==> config.mk <==
export PLATFORM = sky130hd
export DESIGN_NAME = srfir_queue
export DESIGN_NICKNAME = d
export VERILOG_FILES = /design/src/srfir_pkg.sv /design/src/srfir_queue.sv
export SDC_FILE = /design/constraint.sdc
export NUM_CORES = 1
export LEC_CHECK = 0
export BUFFER_PORTS_ARGS = -buffer_cell sky130_fd_sc_hd__clkbuf_2
export CAP_MARGIN = 40
export CELL_PAD_IN_SITES_DETAIL_PLACEMENT = 0
export CELL_PAD_IN_SITES_GLOBAL_PLACEMENT = 1
export CORE_MARGIN = 2
export CORE_UTILIZATION = 40
export CTS_CLUSTER_SIZE = 16
export DETAILED_ROUTE_END_ITERATION = 12
export GPL_ROUTABILITY_DRIVEN = 0
export PLACE_DENSITY = 0.77
export SYNTH_ARGS = -nofsm -noshare
export SYNTH_HDL_FRONTEND = slang
export SYNTH_SLANG_ARGS = --single-unit
==> constraint.sdc <==
create_clock -name clk_i -period 5.9 [get_ports clk_i]
set_clock_uncertainty 0.05 [all_clocks]
set_input_delay 0.59 -clock clk_i [delete_from_list [all_inputs] [get_ports clk_i]]
set_output_delay 0.59 -clock clk_i [all_outputs]
set_load 0.01 [all_outputs]
==> src/srfir_pkg.sv <==
package srfir_pkg;

  localparam int SampleBits = 16;
  localparam int ResBits    = 18;
  localparam int HistDepth  = 4;
  localparam int WinDepth   = HistDepth + 1;
  localparam int PosBits    = 3;
  localparam int QueueDepth = 4;
  localparam int QPtrBits   = $clog2(QueueDepth);

  // difference 18*x minus four neighbor terms, at most 48 * 2^(SampleBits-1) in magnitude
  localparam int DiffBits  = SampleBits + 7;
  // difference clamped to this width keeps saturation exact
  localparam int ClampBits = 24;
  localparam int DExtBits  = (DiffBits > ClampBits) ? DiffBits : ClampBits;

  // floor((d + 17) / 35) on an offset, nonnegative value by reciprocal multiply
  localparam int MBits    = 29;
  localparam int MulBits  = 30;
  localparam int ProdBits = MBits + MulBits;
  localparam int DivShift = 35;
  localparam int QuoBits  = ProdBits - DivShift;

  localparam logic [MulBits-1:0] DivMul  = 30'd981706811;
  localparam logic [MBits-1:0]   MOffset = MBits'(35 * (1 << (ClampBits - 1)) + 17);

  typedef logic signed [SampleBits-1:0] sample_t;

  typedef struct packed {
    logic signed [SampleBits-1:0] sample;
    logic                         first_of_frame;
    logic                         last_of_frame;
  } srfir_in_t;

  typedef struct packed {
    logic signed [ResBits-1:0] residual;
    logic                      last_result;
  } srfir_out_t;

  typedef struct packed {
    sample_t [WinDepth-1:0] win;
    logic [PosBits-1:0]     pos;
    logic [1:0]             kstart;
    logic                   last;
  } srfir_entry_t;

  typedef struct packed {
    logic         wr;
    srfir_entry_t entry;
  } srfir_qwr_t;

  typedef struct packed {
    logic empty;
    logic full;
  } srfir_qstat_t;

endpackage

==> src/srfir_queue.sv <==
module srfir_queue (
  input  logic                    clk_i,
  input  logic                    rst_ni,
  input  srfir_pkg::srfir_qwr_t   qwr_i,
  input  logic                    rd_i,
  output srfir_pkg::srfir_entry_t head_o,
  output srfir_pkg::srfir_qstat_t stat_o
);
  import srfir_pkg::*;

  srfir_entry_t        mem_q [QueueDepth];
  logic [QPtrBits-1:0] wptr_q;
  logic [QPtrBits-1:0] rptr_q;
  logic [QPtrBits:0]   cnt_q;
  logic                do_wr;
  logic                do_rd;

  always_comb begin
    stat_o.empty = (cnt_q == '0);
    stat_o.full  = (cnt_q == (QPtrBits+1)'(QueueDepth));
    do_wr        = qwr_i.wr && !stat_o.full;
    do_rd        = rd_i && !stat_o.empty;
    head_o       = mem_q[rptr_q];
  end

  always_ff @(posedge clk_i) begin
    if (do_wr) begin
      mem_q[wptr_q] <= qwr_i.entry;
    end
  end

  always_ff @(posedge clk_i or negedge rst_ni) begin
    if (!rst_ni) begin
      wptr_q <= '0;
      rptr_q <= '0;
      cnt_q  <= '0;
    end else begin
      if (do_wr) begin
        wptr_q <= wptr_q + QPtrBits'(1);
      end
      if (do_rd) begin
        rptr_q <= rptr_q + QPtrBits'(1);
      end
      case ({do_wr, do_rd})
        2'b10:   cnt_q <= cnt_q + (QPtrBits+1)'(1);
        2'b01:   cnt_q <= cnt_q - (QPtrBits+1)'(1);
        default: cnt_q <= cnt_q;
      endcase
    end
  end

endmodule

-- After elaboration in Yosys (flattened, before gate mapping)
Memories as Yosys holds them, arrays and structs flattened.
Index checks and enable logic that the tools add are counted.
- memories: 1
- output and inout port bits: 88
- input port bits: 90
- RAM bits: 344
- logic and storage cells: 20
- register bits: 7
- add/subtract/negate cells: 4
- reduce and logical (&&, ||, !) cells: 6
- eq/ne operators: 3
- muxes and demuxes: 3
- memory list (name ; depth ; bits a word ; read ports ; clocked after memory_dff ; wr ports ; line ; source):
    mem_q ; 4 ; 86 ; 1 ; 0 ; 1 ; srfir_queue.sv:11 ; srfir_entry_t mem_q [QueueDepth];
- operator list (operator ; count):
    $pmux W3 S2 ; 1
    $add A2 B1 Y2 const B ; 2
    $add A3 B1 Y3 const B ; 1
    $eq A3 B3 Y1 const B ; 1
    $logic_not A3 Y1 ; 1
    $sub A3 B1 Y3 const B ; 1
    $eq A2 B1 Y1 const B ; 1
    $eq A2 B2 Y1 const B ; 1
    $logic_and A1 B1 Y1 ; 2
    $logic_not A1 Y1 ; 2
    $mux W1 ; 2
    $reduce_bool A2 Y1 ; 1

-- Logic depth before layout (Yosys ltp)
- word-level depth: 5
- depth in mapped cells: 9
- depth with buffers taken out: 9

-- Worst setup path after synthesis
OpenSTA, ideal clock, no wires.
- path kind: input-to-reg
- from: in qwr_i[86] (netlist name)
- to: mem mem_q[0][0] (netlist name), enable pin
- buffers on the path: 0
- data arrival time: 2.961 ns
- stages: 2
- path slack: 2.435 ns
- required time: 5.396 ns
- path through: nor2b_1 -> and2_1
- word-level cells in the longest chain between the ends: 3
- ends and longest elaborated chain (item ; line ; source):
    start, declared ; srfir_queue.sv:4 ; input srfir_pkg::srfir_qwr_t qwr_i,
    $logic_and A1 B1 Y1 ; srfir_queue.sv:21 ; do_wr = qwr_i.wr && !stat_o.full;
    $mux W1 ; srfir_queue.sv:27 ; if (do_wr) begin
    $mux W1 (implied by the code) ; srfir_queue.sv:28 ; mem_q[wptr_q] <= qwr_i.entry;
    end, declared ; srfir_queue.sv:11 ;
No other way between the ends.

==> impl_metrics.yaml <==
die:
  rows: 65
  dieHeight_microns: 183
  initial_core_util: 0.406
  die-area_sq_um: 33500
  io_pins: 178
  die_w_microns: 183
  core_area_sq_um: 31600
pwr:
  ir_drop_mv: 0.293
  powerDensity_nw_per_um2: 503
  p_comb_frac: 0.279
  pwr-share-clk: 0.265
  intPower_w: 0.00548
  p_leak_nw: 5.22
  power.switching_w: 0.00220
  power_frac_seq: 0.455
  swShare: 0.286
  p_total_w: 0.00768
run:
  drv_cap: 0
finish:
  drive_gt1_frac: 0.452
  design_area_sq_um: 15300
  nNetsFinal: 787
  area_delta_synth_final_pct: 19.0
  stdcell_count: 1115
  fillers: 2590
detailed_routing:
  wl_met2_microns: 11700
  top_layer: "met4"
  vias: 5632
  wirelength_microns: 23500
  drtIter0Drc: 328
  post-route-drc-count: 0
  first_pass_iters: 4
  avgRoutedWirePerCell_microns: 21.1
  avgViaCountPerCell: 5.05
  met3_wirelength_microns: 1390
  wl_met1_microns: 9960
  antenna_left: 0
timing:
  relSlewSlack: 0.431
  worst_pin_slew_ns: 0.853
  hold_violations: 0
  min_period_over_period: 0.555
  tns_ns: 0
  layout_min_cycle_time_ns: 3.28
  worst_hold_slack_ns: 0.251
  fmax_mhz: 305
  rsz0062_at_grt: "no"
  final_max_slew_viol_count: 0
  finalSetupViolations: 0
clock_tree:
  clk_latency_ns: 0.51
  cts-htree-levels: 2
  post_cts_buffers: 0
  cts_sinks: 351
  cts_tree: "done"
  cts_buffers: 36
  root_buffer: "clkbuf_16"
  path_clk_slew_ns: 0.06
  clock_path_buffers: 3
global_routing:
  antenna_found_initial: 1
  grt_max_degree: 53
  grt_remaining_overflow: 0
  grt_use_total: 0.143
  grt_pass1_vias: 6245
  grt_first_pass_wirelength_microns: 36100
synth:
  ys_ff_latch: 351
  ys_types: 23
  synth_cells: 487
  synth_area_leader_cell: "edfxtp_1"
  syn_area_per_cell_sq_um: 26.3
  synth_area_sq_um: 12800
  synth.most_common_cell: "edfxtp_1"
  synth_top_area_frac: 0.806
  ys_warn_count: 0
  ys.flop_type: "edfxtp_1"
  synth_nets: 583
  async_reset_ff_frac: 0.0199
  synth-edff-count: 344
  synth_area_leaders: "edfxtp_1, mux4_2, dfrtp_1"
  yosysSeqAreaShare: 0.819
  synthTopCellsByCount: "edfxtp_1, mux4_2, buf_2"
critical_path:
  crit_path_max_fanout: 49
  critPathCaptureType: "primary output"
  path_cells: "buf_4 -> mux4_2 -> clkbuf_2"
  critPathLaunchType: "flip-flop"
  crit_slowest_cell: "dfrtp_4"
  arrival_ns: 2.64
  critPathRequiredTime_ns: 5.26
  critPathMaxStageDelay_ns: 0.81
  critPathKind: "reg2out"
run_status:
  status: "finished clean"
placement:
  hpwl_microns: 14100
  dp_cells: 1054
  port_buffers: 177
  placed_cell_area_sq_um: 14200
worst_hold_path:
  hold_class: "in2reg"
## final timing paths
kind,startpoint,endpoint,slack (ns),cells past startpoint
worst max-delay path,rptr_q[1],head_o[55],2.62,3
worst min-delay path,qwr_i[33],mem_q[2][33],0.25,1
worst max register to register,cnt_q[2],mem_q[3][41],3.05,4
worst min register to register,cnt_q[2],cnt_q[2],0.47,1
max in group asynchronous,rst_ni,rptr_q[0],5.19,2
min in group asynchronous,rst_ni,cnt_q[2],0.41,2
## power by group through the flow
stage	Sequential (W)	Clock [W]	Combinational [W]
CTS	0.00351	0.00210	0.00223
global route	0.00355	0.00220	0.00233
detailed placement	0.00356	0	0.00221
global placement	0.00360	0	0.00210
floorplan	0.00346	0	0.00150
finish	0.00350	0.00204	0.00214
## placed cells by master (no fill, tap or decap), types with 2 or more instances in the layout
cell type    n
clkbuf_16   37
buf_12       2
buf_4        5
inv_1        6
inv_6        2
ha_1         5
edfxtp_1   344
clkinv_1    10
dfrtp_4      2
clkinv_2     3
dfrtp_1      5
xnor2_1      3
xor2_1       3
mux4_2      86
clkbuf_2   177
clkbuf_1     5
and2_4       4
## critical path: cells and delay by family, from the launching register on
family / cells / cell delay (ns)
flops: 1 / 0.81
mux: 1 / 0.42
buf+inv: 2 / 0.86
## state kept, by name (all words and copies together), names as in the netlist
name	flops
mem_q	344
cnt_q	3
rptr_q	2
wptr_q	2
## layout make-up
type,count,area [sq um],share of cell area
diodes,1,2.50,0.000164
clock buffers,42,945,0.0619
clock inverters,17,108,0.00705
inverters,6,22.5,0.00148
multi-input cells,110,2160,0.142
flip-flops and latches,351,10500,0.689
well taps,402,503,0.0330
repair buffers,186,1000,0.0656
## repair_timing
item                       CTS  global route
gates resized for setup      0             0
setup endpoints to repair    0             0
hold buffers                 1             0
hold endpoints to repair     7             0
## cells by family (layout without fill, tap and decap cells)
family | after synthesis | after routing | share of synthesized area
flops | 351 | 351 | 0.819
mux | 88 | 88 | 0.153
buf+inv | 26 | 251 | 0.0129
simple gates | 9 | 9 | 0.00400
fa+ha+maj | 6 | 6 | 0.00644
xor+xnor | 6 | 6 | 0.00410
compound gates | 1 | 1 | 0.000683
other cells | 0 | 1 | 0
## routing by layer
metal / vias up / track usage
met5: - / 0
met4: 0 / 0.0410
met3: 36 / 0.0346
met2: 155 / 0.242
met1: 2942 / 0.185
li1: 2499 / -
## per-stage QoR
| stage | utilization | worst slack, ns |
|---|---|---|
| 3_3_place_gp | 0.448 | 2.93 |
| 5_1_grt | 0.484 | 2.46 |
| 4_1_cts | 0.483 | 2.50 |
| 6_report | 0.484 | 2.62 |
| 2_1_floorplan | - | 2.44 |
| 3_5_place_dp | 0.450 | 2.87 |
Note: power is estimated with default switching activity, not from simulation.
