## src/srfir_pkg.sv

```systemverilog
package srfir_pkg;

  localparam int SampleBits = 16;
  localparam int ResBits    = 18;
  localparam int HistDepth  = 4;
  localparam int WinDepth   = HistDepth + 1;
  localparam int PosBits    = 3;
  localparam int QueueDepth = 4;
  localparam int QPtrBits   = $clog2(QueueDepth);

  // difference 18*x minus four neighbor terms, at most 48 * 2^(SampleBits-1) in magnitude
  localparam int DiffBits  = SampleBits + 7;
  // difference clamped to this width keeps saturation exact
  localparam int ClampBits = 24;
  localparam int DExtBits  = (DiffBits > ClampBits) ? DiffBits : ClampBits;

  // floor((d + 17) / 35) on an offset, nonnegative value by reciprocal multiply
  localparam int MBits    = 29;
  localparam int MulBits  = 30;
  localparam int ProdBits = MBits + MulBits;
  localparam int DivShift = 35;
  localparam int QuoBits  = ProdBits - DivShift;

  localparam logic [MulBits-1:0] DivMul  = 30'd981706811;
  localparam logic [MBits-1:0]   MOffset = MBits'(35 * (1 << (ClampBits - 1)) + 17);

  typedef logic signed [SampleBits-1:0] sample_t;

  typedef struct packed {
    logic signed [SampleBits-1:0] sample;
    logic                         first_of_frame;
    logic                         last_of_frame;
  } srfir_in_t;

  typedef struct packed {
    logic signed [ResBits-1:0] residual;
    logic                      last_result;
  } srfir_out_t;

  typedef struct packed {
    sample_t [WinDepth-1:0] win;
    logic [PosBits-1:0]     pos;
    logic [1:0]             kstart;
    logic                   last;
  } srfir_entry_t;

  typedef struct packed {
    logic         wr;
    srfir_entry_t entry;
  } srfir_qwr_t;

  typedef struct packed {
    logic empty;
    logic full;
  } srfir_qstat_t;

endpackage

```

## src/srfir_front.sv

```systemverilog
module srfir_front (
  input  logic                   clk_i,
  input  logic                   rst_ni,
  input  logic                   push_i,
  input  srfir_pkg::srfir_in_t   in_data_i,
  input  srfir_pkg::srfir_qstat_t qstat_i,
  output logic                   full_o,
  output srfir_pkg::srfir_qwr_t  qwr_o
);
  import srfir_pkg::*;

  sample_t            hist_q [HistDepth];
  logic [1:0]         pos_q;
  logic               open_q;
  logic               accept;
  logic [PosBits-1:0] p;
  logic               has_result;

  always_comb begin
    accept = push_i && !qstat_i.full;
    if (in_data_i.first_of_frame || !open_q) begin
      p = '0;
    end else begin
      p = PosBits'(pos_q) + PosBits'(1);
    end
    has_result = in_data_i.last_of_frame || (p >= PosBits'(2));

    qwr_o.entry.win[0] = in_data_i.sample;
    for (int i = 0; i < HistDepth; i++) begin
      qwr_o.entry.win[i+1] = hist_q[i];
    end
    qwr_o.entry.pos  = p;
    qwr_o.entry.last = in_data_i.last_of_frame;
    if (in_data_i.last_of_frame && (p < PosBits'(2))) begin
      qwr_o.entry.kstart = p[1:0];
    end else begin
      qwr_o.entry.kstart = 2'd2;
    end
    qwr_o.wr = accept && has_result;
    full_o   = qstat_i.full;
  end

  always_ff @(posedge clk_i or negedge rst_ni) begin
    if (!rst_ni) begin
      for (int i = 0; i < HistDepth; i++) begin
        hist_q[i] <= '0;
      end
      pos_q  <= '0;
      open_q <= 1'b0;
    end else if (accept) begin
      hist_q[0] <= in_data_i.sample;
      for (int i = 1; i < HistDepth; i++) begin
        hist_q[i] <= hist_q[i-1];
      end
      if (in_data_i.last_of_frame) begin
        pos_q  <= '0;
        open_q <= 1'b0;
      end else begin
        pos_q  <= (p > PosBits'(3)) ? 2'd3 : p[1:0];
        open_q <= 1'b1;
      end
    end
  end

endmodule

```

## config.mk

```make
export PLATFORM = sky130hd
export DESIGN_NAME = srfir_front
export DESIGN_NICKNAME = d
export VERILOG_FILES = /design/src/srfir_pkg.sv /design/src/srfir_front.sv
export SDC_FILE = /design/constraint.sdc
export NUM_CORES = 1
export LEC_CHECK = 0
export BUFFER_PORTS_ARGS = -buffer_cell sky130_fd_sc_hd__buf_2
export CAP_MARGIN = 20
export CORE_MARGIN = 10
export CORE_UTILIZATION = 45
export CTS_BUF_LIST = sky130_fd_sc_hd__clkbuf_8
export CTS_CLUSTER_DIAMETER = 120
export DETAILED_ROUTE_END_ITERATION = 6
export GPL_ROUTABILITY_DRIVEN = 0
export PLACE_DENSITY = 0.72
export SLEW_MARGIN = 0
export SYNTH_ARGS = -nofsm -noshare
export SYNTH_HDL_FRONTEND = slang
export SYNTH_SLANG_ARGS = --single-unit
export TNS_END_PERCENT = 10
```

## constraint.sdc

```tcl
create_clock -name clk_i -period 1.6 [get_ports clk_i]
set_clock_uncertainty 0.1 [all_clocks]
set_input_delay 0.16 -clock clk_i [delete_from_list [all_inputs] [get_ports clk_i]]
set_output_delay 0.16 -clock clk_i [all_outputs]
set_load 0.02 [all_outputs]
```

[Yosys cells after proc, flatten, opt, wreduce, memory -nomap -nowiden]
Cells that the tools add are included.
W data, S select, Z words.
Cells by class
  divide/modulo/power cells: 0
  reductions and logical operators: 7
  multiply operators: 0
  equality and inequality tests: 0
  shifts and indexed selects: 0
  mux-type cells: 5
  $add $sub $neg: 1
  magnitude comparators: 3
  bitwise logic cells: 0
Operator list (count)
  $mux W2: 3
  $add A2 B1 Y3 const B: 1
  $ge A3 B2 Y1 const B: 1
  $gt A3 B2 Y1 const B: 1
  $logic_and A1 B1 Y1: 3
  $lt A3 B2 Y1 const B: 1
  $mux W3: 1
  $logic_not A1 Y1: 2
  $logic_or A1 B1 Y1: 2
  $mux W1: 1
Word-level totals
  latch bits: 0
  memory bits (read-only): 0
  bits in writable memories: 0
  register bits: 67
  input bits: 23
  memories: 0

[Depth between registers and ports, before layout]
Gate-level depths: netlist of run 1.
  depth in word-level cells: 6
  mapped depth: 5

[Least setup slack after synthesis of run 1]
Ideal clock, no wire load.
  kind: reg2out
  start: reg pos_q[0]
  end: out qwr_o[2] in the netlist's numbering
  arrival time: 1242 ps
  slack: 98 ps
  cell stages (with the launch flop): 4
  cell sequence: dfrtp_1 > ha_1 > nor2_1 > o21ai_0
RTL lines
  from (decl): line srfir_front.sv:13  | logic [1:0] pos_q;
  from (signal assigned): line srfir_front.sv:59  | pos_q <= (p > PosBits'(3)) ? 2'd3 : p[1:0];
  to (decl): line srfir_front.sv:8  | output srfir_pkg::srfir_qwr_t qwr_o

==> flow_summary_export.csv, run 1 <==
group,metric,value,unit
power,leakage,2.164,nW
synthesis,syn_area,2758,sq um
die,start_util,46.58,%
synthesis,avgSynthCellArea,8.810,sq um
timing,setup_viol,3,
global_route,grt_pass1_wl,11.45,mm
global_route,antenna_found_initial,0,
cts,h-tree-depth,3,
route,drc_errors,0,
global_route,grt_max_degree,71,
placement,dp_hpwl,4.830,mm
timing,fin_crit_sh,108.8,%
die,die_w,98.28,um
critical_path,cp.arrival,1.48,ns
synthesis,synth_cells,313,
cells_and_area,fill_cells,527,
die,dieArea,9659,sq um
synthesis,ys_warn_count,0,
timing,maxSlewHeadroom,73.65,%
cells_and_area,nNetsFinal,447,
synthesis,synth_top_cell_area_share,60.80,%
cells_and_area,area_growth,32.17,%
worst_hold_path,min_path_type,"in -> reg",
synthesis,yosysTopAreaCell,"dfrtp_1",
cts,cts_buffer_depth,2,
placement,pre_cts_slack,0.009564,ns
route,routed_wl,7.096,mm
synthesis,synthTopCellsByArea,"dfrtp_1 61%, nand2_1 26%, buf_4 6.8%",
route,viasPerCell,4.449,
power,total_power,4.670,mW
power,max-vdd-ir-drop,0.6332,mV
cts,clock_latency,0.33,ns
power,cellPowerDensity,1281,nW/um^2
cts,cts_tree,"yes",
outcome,violations,"negative setup slack",
cts,cts_root_buffer,"clkbuf_8",
timing,fin_crit,1.742,ns
timing,fmax,0.5742,GHz
critical_path,critPathRequiredTime,1.34,ns
critical_path,path_max_fanout,4,
synthesis,yosysSeqAreaShare,60.80,%
timing,rsz0062_at_grt,"true",
timing,hold_viol_final,0,
outcome,status,"finished, violations left",
critical_path,start_kind,"register",
timing,worst_slack,-0.1416,ns
critical_path,crit_type,"reg -> out",
route,vias,2238,
route,drt_iter0_markers,92,
synthesis,syn_nets,337,
cells_and_area,drive_gt1_share,31.78,%
die,io_pins,111,
die,core,5921,sq um
cells_and_area,final_common_cell,"nand2_1",
cells_and_area,mostFrequentLayoutCells,"194 x nand2_1, 105 x buf_2, 67 x dfrtp_1, 17 x dlygate4sd3_1, 10 x clkbuf_8",
die,rows,28,
route,wire_per_inst,14.11,um
route,drt_first_pass_iters,4,
run,cap_violations,0,
global_route,track_usage,14.45,%
global_route,grt-ovfl-total,0,
cts,numCtsBuffers,9,
global_route,grt_pass1_vias,2154,
cells_and_area,num_antenna_cells,0,
cts,path_clk_slew,0.07,ns
cells_and_area,area.sequential,1677,sq um
cts,clock-sinks,67,
synthesis,synth-seq-cells,67,
synthesis,synth_cell_type_count,17,
placement,port_buffers,109,
cells_and_area,multi_input_area,869.6,sq um
timing,tightest_slew,0.3953,ns
critical_path,crit_path_end_kind,"primary output",
die,floorplan.die.height,98.28,um
route,ant_nets,0,
timing,slew_viol_final,0,
[cells by family (layout without fill, tap and decap cells)]
group	Yosys count	after routing	share of synthesized area, %
buffers and inverters	35	150	8.757
adders and majority gates	1	1	0.4536
DFF	67	67	60.80
AOI/OAI and AO/OA	6	6	1.860
and+or+nand+nor	204	204	28.13
[state kept, by name, summed over array words and instances (netlist names)]
name	count
pos_q	2
open_q	1
qwr_o	64
[cell usage after synthesis]
| cell type | instances |
|---|---|
| nand2_1 | 194 |
| dfrtp_1 | 67 |
| buf_4 | 25 |
| buf_2 | 7 |
| nor2_1 | 6 |
| inv_1 | 2 |
| nand2b_1 | 2 |
| a21oi_2 | 1 |
| a22o_1 | 1 |
| and3_1 | 1 |
| buf_6 | 1 |
| ha_1 | 1 |
| nor2b_1 | 1 |
| o21a_1 | 1 |
| o21ai_0 | 1 |
| o21ai_1 | 1 |
| o41ai_2 | 1 |
[metrics by stage]
step | instances | utilization, % | hold WS, ns | cell area [sq um] | TNS [ns]
after floorplan | 313 | - | -0.2356 | 2758 | 0
after global placement | 469 | 54.65 | -0.02199 | 3236 | 0
after detailed placement | 469 | 54.65 | -0.02267 | 3236 | 0
after CTS | 503 | 61.48 | 0.007300 | 3640 | -0.3032
after global routing | 503 | 61.56 | 0.01201 | 3645 | -0.5424
final | 503 | 61.56 | 0.005871 | 3645 | -0.2492
[power breakdown]
| group | internal, mW | total, mW | switching (mW) |
|---|---|---|---|
| Clock | 0.748 | 1.36 | 0.609 |
| Combinational | 0.388 | 1.16 | 0.777 |
| Sequential | 1.97 | 2.15 | 0.183 |
[final timing paths]
kind                                   start   endpoint  slack, ns  cells after the start
min in group asynchronous             rst_ni  qwr_o[23]       0.18                      2
worst max register to register      pos_q[0]   pos_q[1]       0.24                      4
max in group asynchronous             rst_ni   pos_q[0]       0.64                      3
worst min-delay path            in_data_i[0]     open_q      0.006                      2
worst max-delay path                pos_q[1]  qwr_o[86]      -0.14                      5
worst min register to register     qwr_o[78]  qwr_o[78]       0.37                      2
[worst max-delay path, cell delays in order, from the launching register on]
cell     delay (ns)
dfrtp_1        0.41
ha_4           0.26
nor2_4         0.11
nor2_1         0.06
o21a_1         0.19
buf_6          0.13
[cell type report]
cell class,count,area share [%]
clock buffer,10,3.776
timing repair buffer,132,22.04
clock inverter,6,1.545
multi-input combinational,211,23.86
inverter,2,0.2060
tap,75,2.575
sequential,67,46.00
[metal layers]
layer / part of all wire, % / vias up / GRT usage, %
li1: - / 1150 / -
met1: 43 / 1014 / 17.31
met2: 49 / 64 / 23.60
met3: 5.7 / 10 / 4.228
met4: 1.5 / 0 / 6.174
met5: 0 / - / 0
[what timing repair did]
action,in CTS,in global routing
hold endpoints to repair,61,0
pin swaps,2,1
setup endpoints to repair,3,4
buffers inserted,1,0
hold buffers,17,0
resized for setup,7,2
Note: power is estimated with default switching activity, not from simulation.
==> inputs of run 2 (changes only) <==
--- a/config.mk
+++ b/config.mk
@@ -14,6 +14,7 @@
 export DETAILED_ROUTE_END_ITERATION = 6
 export GPL_ROUTABILITY_DRIVEN = 0
 export PLACE_DENSITY = 0.72
+export SKIP_LAST_GASP = 1
 export SLEW_MARGIN = 0
 export SYNTH_ARGS = -nofsm -noshare
 export SYNTH_HDL_FRONTEND = slang
==> constraint.sdc (replaced) <==
create_clock -name clk_i -period 1.61 [get_ports clk_i]
set_clock_uncertainty 0.1 [all_clocks]
set_input_delay 0.161 -clock clk_i [delete_from_list [all_inputs] [get_ports clk_i]]
set_output_delay 0.161 -clock clk_i [all_outputs]
set_load 0.02 [all_outputs]
==> run 2 against run 1 <==
The run still ends with negative setup slack left. Wire length rose by 2.1%. Setup slack improved by 0.023 ns. Count of clock-buffer cells in the layout rose by 1. Global-route usage rose by 0.38 points. Sequential cell count did not move. Combinational power barely moved. Final cell count rose by 0.40%. Utilization fell by 0.32 points. Die area did not move. Register-to-register slack improved by 0.03 ns. Power fell by 3.7%. Critical path type unchanged. Critical endpoint unchanged. Largest cell class unchanged. Largest power group unchanged.
==> flow_summary_export.csv, run 2 (synthesis gave the netlist of run 1 again) <==
group,metric,value,unit
die,rows,28,
power,p_int,2.956,mW
run,cap_violations,0,
global_route,grt-ovfl-total,0,
critical_path,cp.arrival,1.47,ns
power,combPwrFrac,25.8,%
power,cellPowerDensity,1240,nW/um^2
global_route,grt_pass1_wl,11.86,mm
cells_and_area,nNetsFinal,451,
timing,fin_crit,1.728,ns
global_route,antenna_found_initial,0,
timing,worst_slack,-0.1185,ns
route,drc_errors,0,
power,switching_share,34.28,%
outcome,violations,"negative setup slack",
power,max-vdd-ir-drop,0.6222,mV
critical_path,crit_type,"reg -> out",
power,clock_power_share,26.6,%
cts,h-tree-depth,3,
die,core,5921,sq um
power,total_power,4.498,mW
timing,fin_crit_sh,107.4,%
global_route,gr-usage-met1,17.85,%
cells_and_area,final_area,3626,sq um
critical_path,crit_chain,"ha_4, nor2_4, nor2_1, o21a_1, buf_6",
global_route,grt_busiest_layer,"met2",
die,floorplan.die.height,98.28,um
route,ant_nets,0,
route,wire_per_inst,14.34,um
timing,tightest_slew,0.4045,ns
timing,hold_ws,0.1209,ns
global_route,grt_max_degree,55,
cts,clock-sinks,67,
critical_path,path_max_fanout,4,
die,start_util,46.58,%
route,viasPerCell,4.509,
power,switching_power,1.542,mW
global_route,groute.layer.met3.usage,4.722,%
cts,numCtsBuffers,9,
critical_path,max_stage_delay,0.41,ns
placement,postPlaceCellArea,3238,sq um
route,drt_first_pass_iters,4,
global_route,grt_pass1_vias,2291,
cts,clock_latency,0.33,ns
critical_path,cpMaxStageDelayCell,"dfrtp_1",
critical_path,crit_path_end_kind,"primary output",
die,dieArea,9659,sq um
global_route,use_met2,23.95,%
cts,cts_root_buffer,"clkbuf_8",
cells_and_area,final_common_cell,"nand2_1",
timing,rsz0062_at_grt,"true",
cells_and_area,num_antenna_cells,0,
placement,dp_hpwl,4.903,mm
critical_path,cpLargestDelayFamily,"flip-flops",
critical_path,start_kind,"register",
die,die_w,98.28,um
outcome,status,"finished, violations left",
timing,slew_viol_final,0,
critical_path,critPathRequiredTime,1.35,ns
cells_and_area,largest_reg_flops,64,
route,drt_iter0_markers,115,
timing,maxSlewHeadroom,73.04,%
placement,port_buffers,109,
worst_hold_path,min_path_type,"in -> reg",
global_route,track_usage,14.83,%
cts,cts_buffer_depth,2,
cells_and_area,fill_cells,517,
power,leakage,2.163,nW
timing,hold_viol_final,0,
cells_and_area,area_growth,31.49,%
critical_path,cp.buffers_inverters,1,
route,routed_wl,7.244,mm
cts,path_clk_slew,0.06,ns
timing,setup_viol,3,
power,power_frac_seq,47.6,%
timing,fmax,0.5786,GHz
cts,cts_tree,"yes",
route,vias,2277,
cells_and_area,drive_gt1_share,32.09,%
die,io_pins,111,
cells_and_area,mostFrequentLayoutCells,"194 x nand2_1, 108 x buf_2, 67 x dfrtp_1, 18 x dlygate4sd3_1, 11 x clkbuf_8",
==> run 2: metal layers <==
| layer | up-vias | part of all wire [%] |
|---|---|---|
| met3 | 10 | 6.1 |
| met2 | 68 | 49 |
| met4 | 0 | 1.3 |
| met5 | - | 0 |
| li1 | 1157 | - |
| met1 | 1042 | 44 |
==> run 2: final cells by class <==
class / count / area, sq um / share of cell area (%)
clock buffers: 11 / 151.4 / 4.175
flip-flops and latches: 67 / 1677 / 46.24
clock inverters: 3 / 15.01 / 0.4141
inverters: 2 / 7.507 / 0.2070
well taps: 75 / 93.84 / 2.588
repair buffers: 136 / 812.0 / 22.39
multi-input cells: 211 / 869.6 / 23.98
==> run 2: final timing paths <==
path	from	end	cells after the start	slack [ns]
hold reg to reg	qwr_o[78]	qwr_o[78]	2	0.37
min in group asynchronous	rst_ni	qwr_o[23]	2	0.16
setup reg to reg	pos_q[0]	pos_q[1]	4	0.27
hold / removal	push_i	pos_q[1]	3	0.12
max in group asynchronous	rst_ni	qwr_o[58]	3	0.66
setup / recovery	pos_q[1]	qwr_o[86]	5	-0.12
==> run 2: worst reg2reg max path, cell delays in order (launching register included) <==
cell     delay [ns]
dfrtp_1        0.41
ha_4           0.30
nor2_4         0.04
buf_4          0.12
o41ai_2        0.27
==> run 2: timing repair <==
| action | 4_1_cts | 5_1_grt |
|---|---|---|
| hold buffers | 18 | 0 |
| setup buffers | 1 | 1 |
| setup endpoints to repair | 3 | 4 |
| gates resized for setup | 5 | 0 |
| endpoints found under the hold margin | 77 | 0 |
| pin swaps | 2 | 1 |
==> run 2: power by group through the flow <==
stage	clock [mW]	sequential (mW)	combinational, mW
global route	1.30	2.18	1.28
finish	1.19	2.14	1.16
global placement	0	2.16	1.12
floorplan	0	2.49	0.354
CTS	1.22	2.14	1.18
detailed placement	0	2.17	1.14
==> run 2: through the flow <==
step	setup TNS (ns)	util (%)	std cells	setup slack [ns]
3_3_place_gp	0	54.69	471	0.1127
3_5_place_dp	0	54.69	471	0.07419
6_report	-0.1797	61.24	505	-0.1185
4_1_cts	-0.2419	61.12	504	-0.1318
5_1_grt	-0.5413	61.24	505	-0.2056
2_1_floorplan	0	-	313	0.1072
==> inputs of run 3 (changes only) <==
--- a/config.mk
+++ b/config.mk
@@ -7,13 +7,15 @@
 export LEC_CHECK = 0
 export BUFFER_PORTS_ARGS = -buffer_cell sky130_fd_sc_hd__buf_2
 export CAP_MARGIN = 20
+export CELL_PAD_IN_SITES_DETAIL_PLACEMENT = 0
+export CELL_PAD_IN_SITES_GLOBAL_PLACEMENT = 2
 export CORE_MARGIN = 10
-export CORE_UTILIZATION = 45
+export CORE_UTILIZATION = 28
 export CTS_BUF_LIST = sky130_fd_sc_hd__clkbuf_8
 export CTS_CLUSTER_DIAMETER = 120
 export DETAILED_ROUTE_END_ITERATION = 6
 export GPL_ROUTABILITY_DRIVEN = 0
-export PLACE_DENSITY = 0.72
+export PLACE_DENSITY = 0.79
 export SKIP_LAST_GASP = 1
 export SLEW_MARGIN = 0
 export SYNTH_ARGS = -nofsm -noshare
==> run 3 against run 2 <==
Hold slack better by 0.066 ns. Highest routed layer unchanged. Combinational power barely moved. Largest cell class unchanged. Power is 5.2% higher. Cell area rose by 3.7%. The flow still finishes with violations (negative setup slack). Via count down 2.4%. Die area grew 47%.
==> flow_summary_export.csv, run 3 (synthesis gave the netlist of run 1 again) <==
group,metric,value,unit
cts,cts_buffer_depth,2,
route,drt_iter0_markers,95,
route,routed_wl,7.859,mm
cts,h-tree-depth,3,
worst_hold_path,min_path_type,"in -> reg",
placement,placed_cells,530,
outcome,violations,"negative setup slack",
critical_path,r2r_end,"pos_q[1]",
route,viasPerCell,3.933,
cts,cts_root_buffer,"clkbuf_8",
route,wire_per_inst,13.91,um
cells_and_area,num_antenna_cells,0,
power,cellPowerDensity,1258,nW/um^2
die,rows,36,
cells_and_area,area_growth,36.39,%
critical_path,timing.reg2reg.setup_slack,0.26,ns
power,leakage,2.181,nW
critical_path,crit_type,"reg -> out",
global_route,track_usage,10.95,%
cts,cts_tree,"yes",
timing,hold_ws,0.1871,ns
critical_path,critPathRequiredTime,1.35,ns
critical_path,r2r_start,"pos_q[1]",
timing,rsz0062_at_grt,"true",
timing,maxSlewHeadroom,74.47,%
global_route,grt_pass1_wl,12.65,mm
cts,clock-sinks,67,
critical_path,cpMaxStageDelayCell,"dfrtp_1",
timing,hold_viol_final,0,
cts,numCtsBuffers,9,
route,drc_errors,0,
die,dieArea,14220,sq um
run,cap_violations,0,
die,floorplan.die.height,119.2,um
worst_hold_path,hold_end,"pos_q[1]",
worst_hold_path,hp-start,"in_data_i[1]",
critical_path,cp.arrival,1.50,ns
critical_path,path_max_fanout,4,
die,core,9684,sq um
cells_and_area,final_common_cell,"nand2_1",
cells_and_area,nNetsFinal,451,
power,max-vdd-ir-drop,0.3895,mV
cells_and_area,final_cells,565,
placement,dp_hpwl,5.476,mm
timing,fmax,0.5680,GHz
timing,slew_viol_final,0,
critical_path,r2r_cells,4,
timing,setup_viol,4,
timing,tightest_slew,0.3830,ns
route,drt_first_pass_iters,4,
cells_and_area,mostFrequentLayoutCells,"194 x nand2_1, 107 x buf_2, 67 x dfrtp_1, 18 x dlygate4sd3_1, 10 x clkbuf_8",
route,vias,2222,
critical_path,crit_path_end_kind,"primary output",
cts,path_clk_slew,0.07,ns
global_route,grt-ovfl-total,0,
cells_and_area,drive_gt1_share,32.41,%
critical_path,max_stage_delay,0.42,ns
global_route,grt_pass1_vias,2322,
outcome,status,"finished, violations left",
cells_and_area,final_area,3761,sq um
critical_path,crit_chain,"ha_4, nor2_4, nor2_1, o21a_1, buf_6",
die,start_util,28.48,%
timing,fin_crit_sh,109.4,%
route,ant_nets,0,
placement,postPlaceCellArea,3346,sq um
timing,fin_crit,1.761,ns
global_route,antenna_found_initial,0,
worst_hold_path,min_path_cells,3,
cts,clock_latency,0.33,ns
critical_path,start_kind,"register",
cells_and_area,largest_reg_flops,64,
die,die_w,119.2,um
global_route,grt_max_degree,57,
cells_and_area,fill_cells,1013,
timing,worst_slack,-0.1507,ns
die,io_pins,111,
placement,port_buffers,109,
[run 3: changes by cell type in the layout (fill, tap and decap cells not counted), sizes merged]
cell	change
clkinvlp	+2
inv	+1
clkinv	-1
clkbuf	-1
bufinv	+1
[run 3: area by class of cell]
| class | instances | area, sq um | share of cell area (%) |
|---|---|---|---|
| Inverter | 2 | 7.507 | 0.1996 |
| Tap cell | 133 | 166.4 | 4.424 |
| Clock buffer | 10 | 137.6 | 3.659 |
| Multi-Input combinational cell | 211 | 869.6 | 23.12 |
| Clock inverter | 6 | 63.81 | 1.697 |
| Timing Repair Buffer | 136 | 839.6 | 22.32 |
| Sequential cell | 67 | 1677 | 44.58 |
[run 3: worst max-delay path, delay by kind of cell, from the launching register on]
family          cells  cell delay [ns]
flops               1             0.42
fa+ha+maj           1             0.27
simple gates        2             0.18
compound gates      1             0.18
buf+inv             1             0.13
[run 3: metrics by stage]
stage | power [mW] | setup slack, ns | util [%] | setup TNS, ns
2_1_floorplan | 2.840 | 0.1072 | - | 0
3_3_place_gp | 3.322 | 0.09277 | 34.55 | 0
3_5_place_dp | 3.335 | 0.04723 | 34.55 | 0
4_1_cts | 4.819 | -0.1634 | 38.70 | -0.3513
5_1_grt | 5.021 | -0.2272 | 38.84 | -0.6474
6_report | 4.731 | -0.1507 | 38.84 | -0.3253
[run 3: worst max-delay path by stage]
stage / end / slack, ns / startpoint
4_1_cts: qwr_o[86] / -0.16 / pos_q[0]
6_report: qwr_o[86] / -0.15 / pos_q[1]
2_1_floorplan: qwr_o[2] / 0.11 / pos_q[0]
3_3_place_gp: qwr_o[86] / 0.09 / pos_q[0]
5_1_grt: qwr_o[86] / -0.23 / pos_q[1]
3_5_place_dp: qwr_o[86] / 0.05 / pos_q[0]
[run 3: where the power goes]
| part | internal, mW | switching (mW) | total [mW] | leakage (nW) |
|---|---|---|---|---|
| Sequential | 1.95 | 0.195 | 2.15 | 0.861 |
| Clock | 0.757 | 0.663 | 1.42 | 0.0987 |
| Combinational | 0.393 | 0.770 | 1.16 | 1.22 |
| Total | 3.10 | 1.63 | 4.73 | 2.18 |
[run 3: routing by layer]
layer,global-route usage (%),up-vias,wire (um)
met5,0,-,0
met4,4.580,0,57
met3,3.259,4,398
met2,17.57,47,3873
met1,13.41,1015,3530
li1,-,1156,-
[run 3: timing repair]
| item | CTS | global route |
|---|---|---|
| hold buffers | 18 | 0 |
| pin swaps | 0 | 2 |
| hold endpoints to repair | 63 | 0 |
| gates cloned | 0 | 0 |
| setup buffers | 0 | 1 |
| setup endpoints to repair | 3 | 4 |
| resized for setup | 3 | 2 |
